## src/rtl/segment_overlap_rasterizer_core_assert.svh

```systemverilog
// ----------------------------------------------------------------------------
// Assertion macros for the segment overlap rasterizer
// Concurrent checks that compile away when SYNTH is defined.
// ----------------------------------------------------------------------------
`ifndef SEGMENT_OVERLAP_RASTERIZER_CORE_ASSERT_SVH
`define SEGMENT_OVERLAP_RASTERIZER_CORE_ASSERT_SVH

`ifndef SYNTH
// condition must never be true outside reset
`define SOR_ASSERT_NEVER(lbl, clk, rst_n, cond) \
  lbl: assert property (@(posedge clk) disable iff (!rst_n) !(cond)) \
    else $error("sor assertion failed");
// antecedent implies consequent in the same cycle
`define SOR_ASSERT_IMPLIES(lbl, clk, rst_n, ante, cons) \
  lbl: assert property (@(posedge clk) disable iff (!rst_n) (ante) |-> (cons)) \
    else $error("sor assertion failed");
`else
`define SOR_ASSERT_NEVER(lbl, clk, rst_n, cond)
`define SOR_ASSERT_IMPLIES(lbl, clk, rst_n, ante, cons)
`endif

`endif

```

## src/rtl/sor_fifo.sv

```systemverilog
// ----------------------------------------------------------------------------
// sor_fifo
// Small register queue with push/full and pop/empty sides.
// ----------------------------------------------------------------------------
module sor_fifo #(
  parameter int Width = 1,
  parameter int Depth = 2
) (
  input  logic             clk_i,
  input  logic             rst_ni,
  input  logic             push_i,
  input  logic [Width-1:0] wdata_i,
  output logic             full_o,
  input  logic             pop_i,
  output logic [Width-1:0] rdata_o,
  output logic             empty_o
);

  localparam int PtrW = (Depth > 1) ? $clog2(Depth) : 1;
  localparam int CntW = $clog2(Depth + 1);

  logic [Width-1:0] mem_q [Depth];
  logic [PtrW-1:0]  wr_ptr_q, wr_ptr_d;
  logic [PtrW-1:0]  rd_ptr_q, rd_ptr_d;
  logic [CntW-1:0]  cnt_q, cnt_d;
  logic             do_push, do_pop;

  assign full_o  = (cnt_q == CntW'(Depth));
  assign empty_o = (cnt_q == '0);
  assign do_push = push_i && !full_o;
  assign do_pop  = pop_i && !empty_o;
  assign rdata_o = mem_q[rd_ptr_q];

  // pointer and fill count update
  always_comb begin
    wr_ptr_d = wr_ptr_q;
    rd_ptr_d = rd_ptr_q;
    cnt_d    = cnt_q;
    if (do_push) begin
      wr_ptr_d = (wr_ptr_q == PtrW'(Depth - 1)) ? '0 : wr_ptr_q + PtrW'(1);
    end
    if (do_pop) begin
      rd_ptr_d = (rd_ptr_q == PtrW'(Depth - 1)) ? '0 : rd_ptr_q + PtrW'(1);
    end
    if (do_push && !do_pop) begin
      cnt_d = cnt_q + CntW'(1);
    end else if (!do_push && do_pop) begin
      cnt_d = cnt_q - CntW'(1);
    end
  end

  always_ff @(posedge clk_i or negedge rst_ni) begin
    if (!rst_ni) begin
      wr_ptr_q <= '0;
      rd_ptr_q <= '0;
      cnt_q    <= '0;
    end else begin
      wr_ptr_q <= wr_ptr_d;
      rd_ptr_q <= rd_ptr_d;
      cnt_q    <= cnt_d;
    end
  end

  // storage, no reset needed
  always_ff @(posedge clk_i) begin
    if (do_push) begin
      mem_q[wr_ptr_q] <= wdata_i;
    end
  end

endmodule

```

## config.mk

```make
export PLATFORM = sky130hd
export DESIGN_NAME = sor_fifo
export DESIGN_NICKNAME = d
export VERILOG_FILES = /design/src/rtl/segment_overlap_rasterizer_core_assert.svh /design/src/rtl/sor_fifo.sv
export SDC_FILE = /design/constraint.sdc
export NUM_CORES = 1
export LEC_CHECK = 0
export BUFFER_PORTS_ARGS = -buffer_cell sky130_fd_sc_hd__buf_4
export CELL_PAD_IN_SITES_DETAIL_PLACEMENT = 1
export CELL_PAD_IN_SITES_GLOBAL_PLACEMENT = 2
export CORE_AREA = 2 2 39 41
export CTS_CLUSTER_DIAMETER = 120
export DETAILED_ROUTE_END_ITERATION = 10
export DIE_AREA = 0 0 41 43
export GPL_TIMING_DRIVEN = 1
export PLACE_DENSITY_LB_ADDON = 0.1
export SKIP_LAST_GASP = 1
export SLEW_MARGIN = 25
export SYNTH_ARGS = -nofsm -noshare
export SYNTH_HDL_FRONTEND = slang
export SYNTH_SLANG_ARGS = --single-unit
```

## constraint.sdc

```tcl
create_clock -name clk_i -period 2.8 [get_ports clk_i]
set_clock_uncertainty 0.15 [all_clocks]
set_input_delay 0.42 -clock clk_i [delete_from_list [all_inputs] [get_ports clk_i]]
set_output_delay 0.42 -clock clk_i [all_outputs]
set_load 0.05 [all_outputs]
```

==> key figures <==
Route
  • Final wirelength: 524 µm
  • First drt pass iteration count: 2
  • Starting DRT DRC Count: 5
  • DR vias/cell: 3.82
  • Mean routed wirelength per cell: 10.7 µm
  • Routed Antenna Nets: 0
  • Vias: 187
  • Drt drc: 0

STA
  • Final Hold Violating Endpoints: 0
  • Crit share post-route: 60.8%
  • Unrepaired setup endpoints after global routing: false
  • Slew Limit Fails: 0
  • FMAX: 0.588 GHz
  • Worst slew pin tran: 0.225 ns
  • Setup violators final: 0
  • Slew HR: 84.9%
  • Setup tns final: 0 ns
  • Fin crit period: 1.70 ns

Floorplanning
  • Initial Utilization: 19.3%
  • # rows: 14
  • Die Y: 43 µm
  • Core box area: 1380 µm²
  • Ports: 8
  • Die area: 1760 µm²
  • Die width: 41 µm

GRT
  • Initial antenna violation count: 0
  • Pin count of the biggest net entering global routing: 6
  • Overflow after GRT: 0
  • Number of global-route vias before repair: 208
  • First-pass GRT wire length: 903 µm
  • All-Layer GR Usage: 8.69%

Pwr
  • Worst vdd ir: 0.399 mV
  • Total Power: 0.478 mW
  • Leak pwr: 0.178 nW
  • Cell area power density: 1280 nW/µm²

Final layout
  • Share of layout cells above drive strength 1: 33.3%
  • Area Growth Syn to Fin: 39.3%
  • Multi-input gate area: 100 µm²
  • Reg area: 160 µm²
  • Final-layout fill cell count: 166
  • Fin nets: 41
  • Diode count: 0

Placement
  • I/O Buffers: 7
  • Final GP Congestion: 0.661
  • Hpwl dp: 431 µm

Critical path
  • CP startpoint kind: register
  • Worst R2R Path Depth: 7
  • Reg-to-Reg End: cnt_q[1]
  • Worst setup EP type: output pin
  • Critical R2R Launch: cnt_q[0]
  • Crit Path Max Fanout: 5
  • WP data arrival: 1.13 ns
  • Required time worst endpoint: 2.23 ns
  • R2r setup slk: 1.15 ns
  • Crit path kind: register to output pin
  • CP Launch Point: cnt_q[0]

Worst hold path
  • Hold WC Path Type: input port to register
  • Hold_sp: wdata_i
  • Hold Path End: mem_q[0]
  • Hold Crit Depth: 1

Yosys
  • Post-synthesis cell count: 22
  • Synthesized cell area: 268 µm²
  • Post-synth EDFFs: 2
  • Flops & latches, synth: 6
  • Synth Area per Inst: 12.2 µm²
  • Synthesized net count: 28
  • Leading post-synthesis cells by cell area: dfrtp_1 37%, edfxtp_1 22%, xnor2_1 9.8%, xor2_1 6.5%, ha_1 4.7%
  • Top cell type's share of synthesized area: 37.4%
  • Post-synth top area cell: dfrtp_1
  • Ys async rst share: 66.7%
  • Most frequent cells after synthesis: 4 x dfrtp_1, 3 x nor2_1, 3 x xnor2_1
  • Most common cell in the netlist: dfrtp_1
  • Sequential share of the synthesized area: 59.8%
  • Ys flop type: dfrtp_1
  • Unique masters post-synth: 12
  • Synth warn: 0

Clock network
  • Clock latency on the worst-skew pair: 0.24 ns
  • CTS max path bufs: 2
  • Htree depth: 1
  • Reg clk slew, reported paths: 0.04 ns
  • CTS Buf Count: 3
  • Post-CTS sizing: 0
  • CTS tree: yes
  • TritonCTS Sinks: 6
  • Root buf cell: clkbuf_4

Run status
  • Status: finished clean

Job
  • Max-Cap Viols: 0
==> registers in the layout, indices dropped and copies added (netlist names) <==
| signal | count |
|---|---|
| cnt_q | 2 |
| rd_ptr_q | 1 |
| wr_ptr_q | 1 |
| mem_q | 2 |
==> worst max-delay path, cell delays in order, from the launching register on <==
cell and delay (ns):
dfrtp_1 0.42, nand2b_1 0.21, inv_1 0.07, buf_4 0.19
==> how the worst max path moves through the flow <==
stage / end / slack (ns) / cells past startpoint
2_1_floorplan: empty_o / 1.16 / 1
3_3_place_gp: cnt_q[1] / 1.17 / 6
3_5_place_dp: cnt_q[1] / 1.13 / 6
4_1_cts: full_o / 1.08 / 3
5_1_grt: cnt_q[1] / 0.99 / 6
6_report: full_o / 1.10 / 3
==> cell usage in the layout, fill, tap and decap left out, drive strengths merged <==
cell         synthesis  final
mux2                 1      1
clkbuf               0      3
nor2                 3      3
buf                  0      7
o21ai                1      1
xnor2                3      3
xor2                 2      2
ha                   1      1
and3                 1      1
inv                  2      2
nand2                1      1
edfxtp               2      2
dfrtp                4      4
nand2b               1      1
dlygate4sd3          0      1
==> report_power, final <==
| part | internal, mW | switching [mW] | total [mW] |
|---|---|---|---|
| registers | 0.132 | 0.0343 | 0.166 |
| clock network | 0.0485 | 0.0311 | 0.0796 |
| logic | 0.0928 | 0.139 | 0.232 |
==> cell type report <==
cell class | count | area share [%]
Tap cell | 16 | 5.37
Inverter | 2 | 2.01
Sequential cell | 6 | 43.0
Multi-Input combinational cell | 14 | 26.8
Clock buffer | 3 | 6.04
Timing Repair Buffer | 8 | 16.8
==> per-stage QoR <==
step | util (%) | area [µm²] | setup WS [ns] | instances | hold WS (ns)
6_report | 26.9 | 373 | 1.10 | 49 | 0.214
5_1_grt | 26.9 | 373 | 0.995 | 49 | 0.198
4_1_cts | 26.9 | 373 | 1.08 | 49 | 0.209
3_5_place_dp | 24.6 | 340 | 1.13 | 45 | 0.0726
3_3_place_gp | 24.6 | 340 | 1.17 | 45 | 0.0715
2_1_floorplan | - | 268 | 1.16 | 22 | -0.0256
==> kinds of logic (layout without fill, tap and decap cells) <==
group	Yosys count	count (layout)	share of synthesized area (%)
flops	6	6	59.8
buf+inv	2	13	2.80
compound gates	1	1	1.87
xor+xnor	5	5	16.4
fa+ha+maj	1	1	4.67
simple gates	6	6	10.3
mux	1	1	4.21
==> what timing repair did <==
action | in CTS | in global routing
endpoints found under the hold margin | 4 | 0
hold buffers | 1 | 0
buffers inserted | 0 | 0
==> per-layer routing <==
metal	share of wire, %	up-vias	global-route usage (%)
met1	44	83	9.51
met2	45	8	10.3
met3	5.5	4	3.14
met4	5.7	0	12.0
met5	0	-	0
li1	-	92	-
No activity file was read; power rests on OpenSTA's default activity.
