File: src/rtl/segment_overlap_rasterizer_core_assert.svh
// ----------------------------------------------------------------------------
// Assertion macros for the segment overlap rasterizer
// Concurrent checks that compile away when SYNTH is defined.
// ----------------------------------------------------------------------------
`ifndef SEGMENT_OVERLAP_RASTERIZER_CORE_ASSERT_SVH
`define SEGMENT_OVERLAP_RASTERIZER_CORE_ASSERT_SVH

`ifndef SYNTH
// condition must never be true outside reset
`define SOR_ASSERT_NEVER(lbl, clk, rst_n, cond) \
  lbl: assert property (@(posedge clk) disable iff (!rst_n) !(cond)) \
    else $error("sor assertion failed");
// antecedent implies consequent in the same cycle
`define SOR_ASSERT_IMPLIES(lbl, clk, rst_n, ante, cons) \
  lbl: assert property (@(posedge clk) disable iff (!rst_n) (ante) |-> (cons)) \
    else $error("sor assertion failed");
`else
`define SOR_ASSERT_NEVER(lbl, clk, rst_n, cond)
`define SOR_ASSERT_IMPLIES(lbl, clk, rst_n, ante, cons)
`endif

`endif

File: src/rtl/sor_pkg.sv
// ----------------------------------------------------------------------------
// sor_pkg
// Shared types and constants of the segment overlap rasterizer.
// ----------------------------------------------------------------------------
package sor_pkg;

  localparam int CoordW = 10;
  localparam int CountW = 11;
  localparam int TotalW = 21;
  localparam int HitW   = 2;

  localparam logic [HitW-1:0]   HIT_ONE   = 2'd1;
  localparam logic [HitW-1:0]   HIT_SAT   = 2'd2;
  localparam logic [TotalW-1:0] TOTAL_MAX = {TotalW{1'b1}};

  typedef logic [CoordW-1:0] coord_t;
  typedef logic [CountW-1:0] count_t;
  typedef logic [TotalW-1:0] total_t;

  // per-cell coordinate step
  typedef enum logic [1:0] {
    STEP_HOLD,
    STEP_INC,
    STEP_DEC
  } step_e;

  // raw segment word as taken from the input ports
  typedef struct packed {
    coord_t sx;
    coord_t sy;
    coord_t ex;
    coord_t ey;
  } seg_t;

  // classified segment: first cell, step per cell, cell count
  typedef struct packed {
    coord_t x;
    coord_t y;
    step_e  step_x;
    step_e  step_y;
    count_t count;
  } cmd_t;

  typedef enum logic [1:0] {
    ST_CLEAR,
    ST_IDLE,
    ST_RUN
  } back_state_e;

endpackage

File: src/rtl/sor_front.sv
// ----------------------------------------------------------------------------
// sor_front
// Input stage: registers a segment word and classifies it into a command.
// ----------------------------------------------------------------------------
module sor_front (
  input  logic          clk_i,
  input  logic          rst_ni,
  input  logic          push_i,
  input  sor_pkg::seg_t seg_i,
  input  logic          hold_i,
  output logic          full_o,
  output logic          cmd_push_o,
  output sor_pkg::cmd_t cmd_o,
  input  logic          cmd_full_i
);

  sor_pkg::seg_t  raw_q;
  logic           raw_v_q, raw_v_d;
  logic           accept;

  sor_pkg::coord_t lo_y, hi_y, lo_x, hi_x;
  sor_pkg::coord_t xs, ys, xe, ye, dx, dy, dmin;

  // accept while not held and the holding register is free or drains this cycle
  assign full_o     = hold_i || (raw_v_q && cmd_full_i);
  assign accept     = push_i && !full_o;
  assign cmd_push_o = raw_v_q && !cmd_full_i;

  always_comb begin
    raw_v_d = raw_v_q;
    if (cmd_push_o) begin
      raw_v_d = 1'b0;
    end
    if (accept) begin
      raw_v_d = 1'b1;
    end
  end

  always_ff @(posedge clk_i or negedge rst_ni) begin
    if (!rst_ni) begin
      raw_v_q <= 1'b0;
    end else begin
      raw_v_q <= raw_v_d;
    end
  end

  always_ff @(posedge clk_i) begin
    if (accept) begin
      raw_q <= seg_i;
    end
  end

  // orderings for straight segments, start/end for diagonals
  always_comb begin
    lo_y = (raw_q.sy < raw_q.ey) ? raw_q.sy : raw_q.ey;
    hi_y = (raw_q.sy < raw_q.ey) ? raw_q.ey : raw_q.sy;
    lo_x = (raw_q.sx < raw_q.ex) ? raw_q.sx : raw_q.ex;
    hi_x = (raw_q.sx < raw_q.ex) ? raw_q.ex : raw_q.sx;
    if (raw_q.sy > raw_q.ey) begin
      xs = raw_q.sx;
      ys = raw_q.sy;
      xe = raw_q.ex;
      ye = raw_q.ey;
    end else begin
      xs = raw_q.ex;
      ys = raw_q.ey;
      xe = raw_q.sx;
      ye = raw_q.sy;
    end
    dx   = (xe > xs) ? (xe - xs) : (xs - xe);
    dy   = ys - ye;
    dmin = (dx < dy) ? dx : dy;
  end

  // classify: vertical, horizontal, else diagonal walking y down
  always_comb begin
    if (raw_q.sx == raw_q.ex) begin
      cmd_o.x      = raw_q.sx;
      cmd_o.y      = lo_y;
      cmd_o.step_x = sor_pkg::STEP_HOLD;
      cmd_o.step_y = sor_pkg::STEP_INC;
      cmd_o.count  = {1'b0, hi_y} - {1'b0, lo_y} + sor_pkg::CountW'(1);
    end else if (raw_q.sy == raw_q.ey) begin
      cmd_o.x      = lo_x;
      cmd_o.y      = raw_q.sy;
      cmd_o.step_x = sor_pkg::STEP_INC;
      cmd_o.step_y = sor_pkg::STEP_HOLD;
      cmd_o.count  = {1'b0, hi_x} - {1'b0, lo_x} + sor_pkg::CountW'(1);
    end else begin
      cmd_o.x      = xs;
      cmd_o.y      = ys;
      cmd_o.step_x = (xe > xs) ? sor_pkg::STEP_INC : sor_pkg::STEP_DEC;
      cmd_o.step_y = sor_pkg::STEP_DEC;
      cmd_o.count  = {1'b0, dmin} + sor_pkg::CountW'(1);
    end
  end

endmodule

File: config.mk
export PLATFORM = sky130hd
export DESIGN_NAME = sor_front
export DESIGN_NICKNAME = d
export VERILOG_FILES = /design/src/rtl/segment_overlap_rasterizer_core_assert.svh /design/src/rtl/sor_pkg.sv /design/src/rtl/sor_front.sv
export SDC_FILE = /design/constraint.sdc
export NUM_CORES = 1
export LEC_CHECK = 0
export BUFFER_PORTS_ARGS = -buffer_cell sky130_fd_sc_hd__buf_4
export CAP_MARGIN = 0
export CORE_MARGIN = 4
export CORE_UTILIZATION = 59
export DETAILED_ROUTE_END_ITERATION = 10
export GPL_TIMING_DRIVEN = 0
export PLACE_DENSITY = 0.89
export SYNTH_ARGS = -nofsm -noshare
export SYNTH_HDL_FRONTEND = slang
export SYNTH_SLANG_ARGS = --single-unit
File: constraint.sdc
create_clock -name clk_i -period 11.59 [get_ports clk_i]
set_input_delay 2.318 -clock clk_i [delete_from_list [all_inputs] [get_ports clk_i]]
set_output_delay 2.318 -clock clk_i [all_outputs]
set_load 0.05 [all_outputs]
==> reports/results.ini <==
[status]
outcome = finished, final reports clean

[logic_synthesis]
synth.ff_latch_count = 41
ys.warnings.count = 0
synth_simple_gate_area_share_pct = 20.5
synth_ff_type = edfxtp_1
synth_edf_count = 40
synth-xor-area-share_pct = 6.11
synth.mux.area_fraction_pct = 5.33
postSynthAreaPerCell_um2 = 8.31
synth_fa_ha_area_share_pct = 12.8
synth_cell_type_count = 80
synth-compound-area-share_pct = 27.0
synthesis.nets = 734
syn_area_um2 = 5280
ys_seq_area_share_pct = 23.2
synth_top_family_by_area = compound AO/OA/AOI/OAI gates
async_flop_share_pct = 2.44
synthCells = 636

[timing]
fmax_ghz = 0.0911
tightestPinTransition_ns = 1.07
maxSlewViolCount = 0
finalSetupTns_ns = 0
setup-violations-final = 0
min_period_over_period_pct = 94.7
rsz0062_at_grt = no
hold_viol = 0
slew-limit-headroom_pct = 29.0
skew_ns = 0.00386
layout_min_cycle_time_ns = 10.98

[pwr]
power_uw = 873
combPwrFrac_pct = 68.1
p_clk_share_pct = 11.7
powerDensity_nw_per_um2 = 143
pwr-share-seq_pct = 20.3
switching_share_pct = 51.6
p_int_uw = 422
p_leak_nw = 2.70
peakVddDrop_mv = 0.276
p_sw_uw = 451

[place]
hpwl_um = 12700
gp_congestion = 0.931
dpl-instance-area_um2 = 6030
io_buffers = 81
placed_cells = 825

[critical_path]
slowest_delay_ns = 0.49
critPathBufInv = 5
cp_slowest_cell = edfxtp_1
cp-start-kind = register
required_ns = 9.27
arrival_ns = 8.66
crit_type = reg -> out
crit_top_cell = ha_1
critPathCaptureType = output pin
cpLargestDelayFamily = simple AND/OR/NAND/NOR gates
critPathMaxFanout = 19

[cts]
cts_sinks = 41
insertion_delay_ns = 0.30
root_buffer = clkbuf_8
cts_buffers = 5
cts_tree = done
htree_levels = 2
path_clk_slew_ns = 0.09
clockBufferDepth = 2
cts_hold_buf = 0

[finish]
drive_gt1_share_pct = 17.8
area_delta_synth_final_pct = 15.8
final_nets = 821
final_common_cell = buf_4
final_cell_mix = buf_4 (82), nand2_1 (79), ha_1 (51)
layout.cells.non_filler = 832
antenna_cells = 0
fin_area_um2 = 6110

[floorplanning]
rows = 34
die_area_um2 = 10500
start_util_pct = 60.6
ios = 82
die_x_um = 103
core_um2 = 8720
die-height_um = 103

[detailed_routing]
drc = 0
vias_per_cell = 6.50
vias = 5410
drt_wl_total_um = 16200
wl_per_cell_um = 19.5
drt_iter0_drc = 400
dr.pass1.iters = 5
antenna_left = 0

[global_routing]
grt_max_degree = 42
antenna_found_initial = 0
grt_pass1_vias = 5330
grt_usage_pct = 30.9
grt_first_pass_wirelength_um = 25700
gr-total-overflow = 0

[worst_hold_path]
hold_path_class = reg -> reg

[flow_run]
maxCapViolCount = 0

==> per-stage QoR <==
stage	util (%)	worst slack [ns]	hold WS, ns
3_3_place_gp	69.1	0.837	0.476
5_1_grt	70.1	0.0418	0.539
3_5_place_dp	69.1	0.630	0.493
4_1_cts	70.1	0.245	0.514
6_report	70.1	0.613	0.509
2_1_floorplan	-	2.11	0.464
==> registers in the layout (all words and copies together), names as in the netlist <==
register,flops
raw_q,40
raw_v_q,1
==> path summary, 6_finish.rpt <==
path | startpoint | endpoint | slack, ns | cells after the start
min | raw_v_q$_DFFE_PN0P_ | raw_v_q$_DFFE_PN0P_ | 0.51 | 1
max | raw_q[22]$_DFFE_PP_ | cmd_o[10] | 0.61 | 31
min in group asynchronous | rst_ni | raw_v_q$_DFFE_PN0P_ | 1.77 | 1
max in group asynchronous | rst_ni | raw_v_q$_DFFE_PN0P_ | 9.74 | 1
max reg2reg | raw_v_q$_DFFE_PN0P_ | raw_q[11]$_DFFE_PP_ | 9.75 | 2
min reg2reg | raw_v_q$_DFFE_PN0P_ | raw_v_q$_DFFE_PN0P_ | 0.51 | 1
==> layer usage <==
layer | share of wire (%) | global-route usage [%] | routed length (um) | up-vias
met1 | 44 | 42.2 | 7080 | 2593
li1 | - | - | - | 2536
met4 | 1.0 | 9.28 | 168 | 0
met3 | 7.6 | 4.06 | 1230 | 19
met5 | 0 | 0 | 0 | -
met2 | 48 | 51.2 | 7720 | 262
==> kinds of logic (layout without fill, tap and decap cells) <==
logic type      after synthesis  in the layout
simple gates                212            212
compound gates              208            208
buf+inv                      60            148
fa+ha+maj                    53             53
flops                        41             41
xor+xnor                     36             36
mux                          26             26
==> area by class of cell <==
| type | instances | area, um2 |
|---|---|---|
| clock inverters | 2 | 15.0 |
| flip-flops and latches | 41 | 1230 |
| multi-input cells | 535 | 3800 |
| repair buffers | 81 | 608 |
| inverters | 38 | 143 |
| plain buffers | 21 | 118 |
| fillers | 704 | 2610 |
| well taps | 108 | 135 |
| clock buffers | 6 | 72.6 |
==> worst register-to-register path, delay by kind of cell, from the launching register on <==
kind | cells | cell delay [ns]
simple gates | 1 | 0.88
flops | 1 | 0.40
compound gates | 1 | 0.16
==> timing repair <==
item,CTS,global route
resized for setup,0,1
buffers inserted,0,0
endpoints found under the setup margin,0,3
==> synth_stat cells, types with 3 or more instances <==
library cell / n / area share [%]
nand4_1: 4 / 0.47
xnor2_1: 20 / 3.3
a31oi_1: 9 / 1.1
o21a_1: 9 / 1.3
nor2_1: 34 / 2.4
o21bai_1: 4 / 0.57
a2111oi_0: 3 / 0.50
o22ai_1: 12 / 1.4
nor3_2: 3 / 0.57
mux2_2: 5 / 1.1
mux2i_1: 17 / 3.2
o21ai_0: 48 / 4.5
inv_1: 38 / 2.7
a21oi_1: 48 / 4.5
nor3_1: 9 / 0.85
o221ai_1: 4 / 0.66
ha_1: 51 / 12
clkbuf_1: 15 / 1.1
nor2b_1: 17 / 2.0
a221o_1: 3 / 0.57
o31ai_1: 3 / 0.43
and3_1: 7 / 0.83
o211ai_1: 5 / 0.71
a211oi_1: 8 / 1.1
o311ai_0: 3 / 0.50
buf_2: 3 / 0.28
nand2_1: 79 / 5.6
xor2_1: 15 / 2.5
nand2b_1: 22 / 2.6
and4_4: 3 / 0.64
edfxtp_1: 40 / 23
nor4_1: 3 / 0.36
nand3_1: 8 / 0.76
o22a_1: 3 / 0.50
a21o_1: 15 / 2.1
and2_1: 6 / 0.71
==> power groups by stage <==
stage	combinational [mW]	clock (mW)	sequential (mW)
final	0.594	0.102	0.177
after CTS	0.583	0.103	0.177
after global routing	0.634	0.107	0.178
after global placement	0.567	0	0.180
after detailed placement	0.580	0	0.180
after floorplan	0.427	0	0.179
Note: power is estimated with default switching activity, not from simulation.
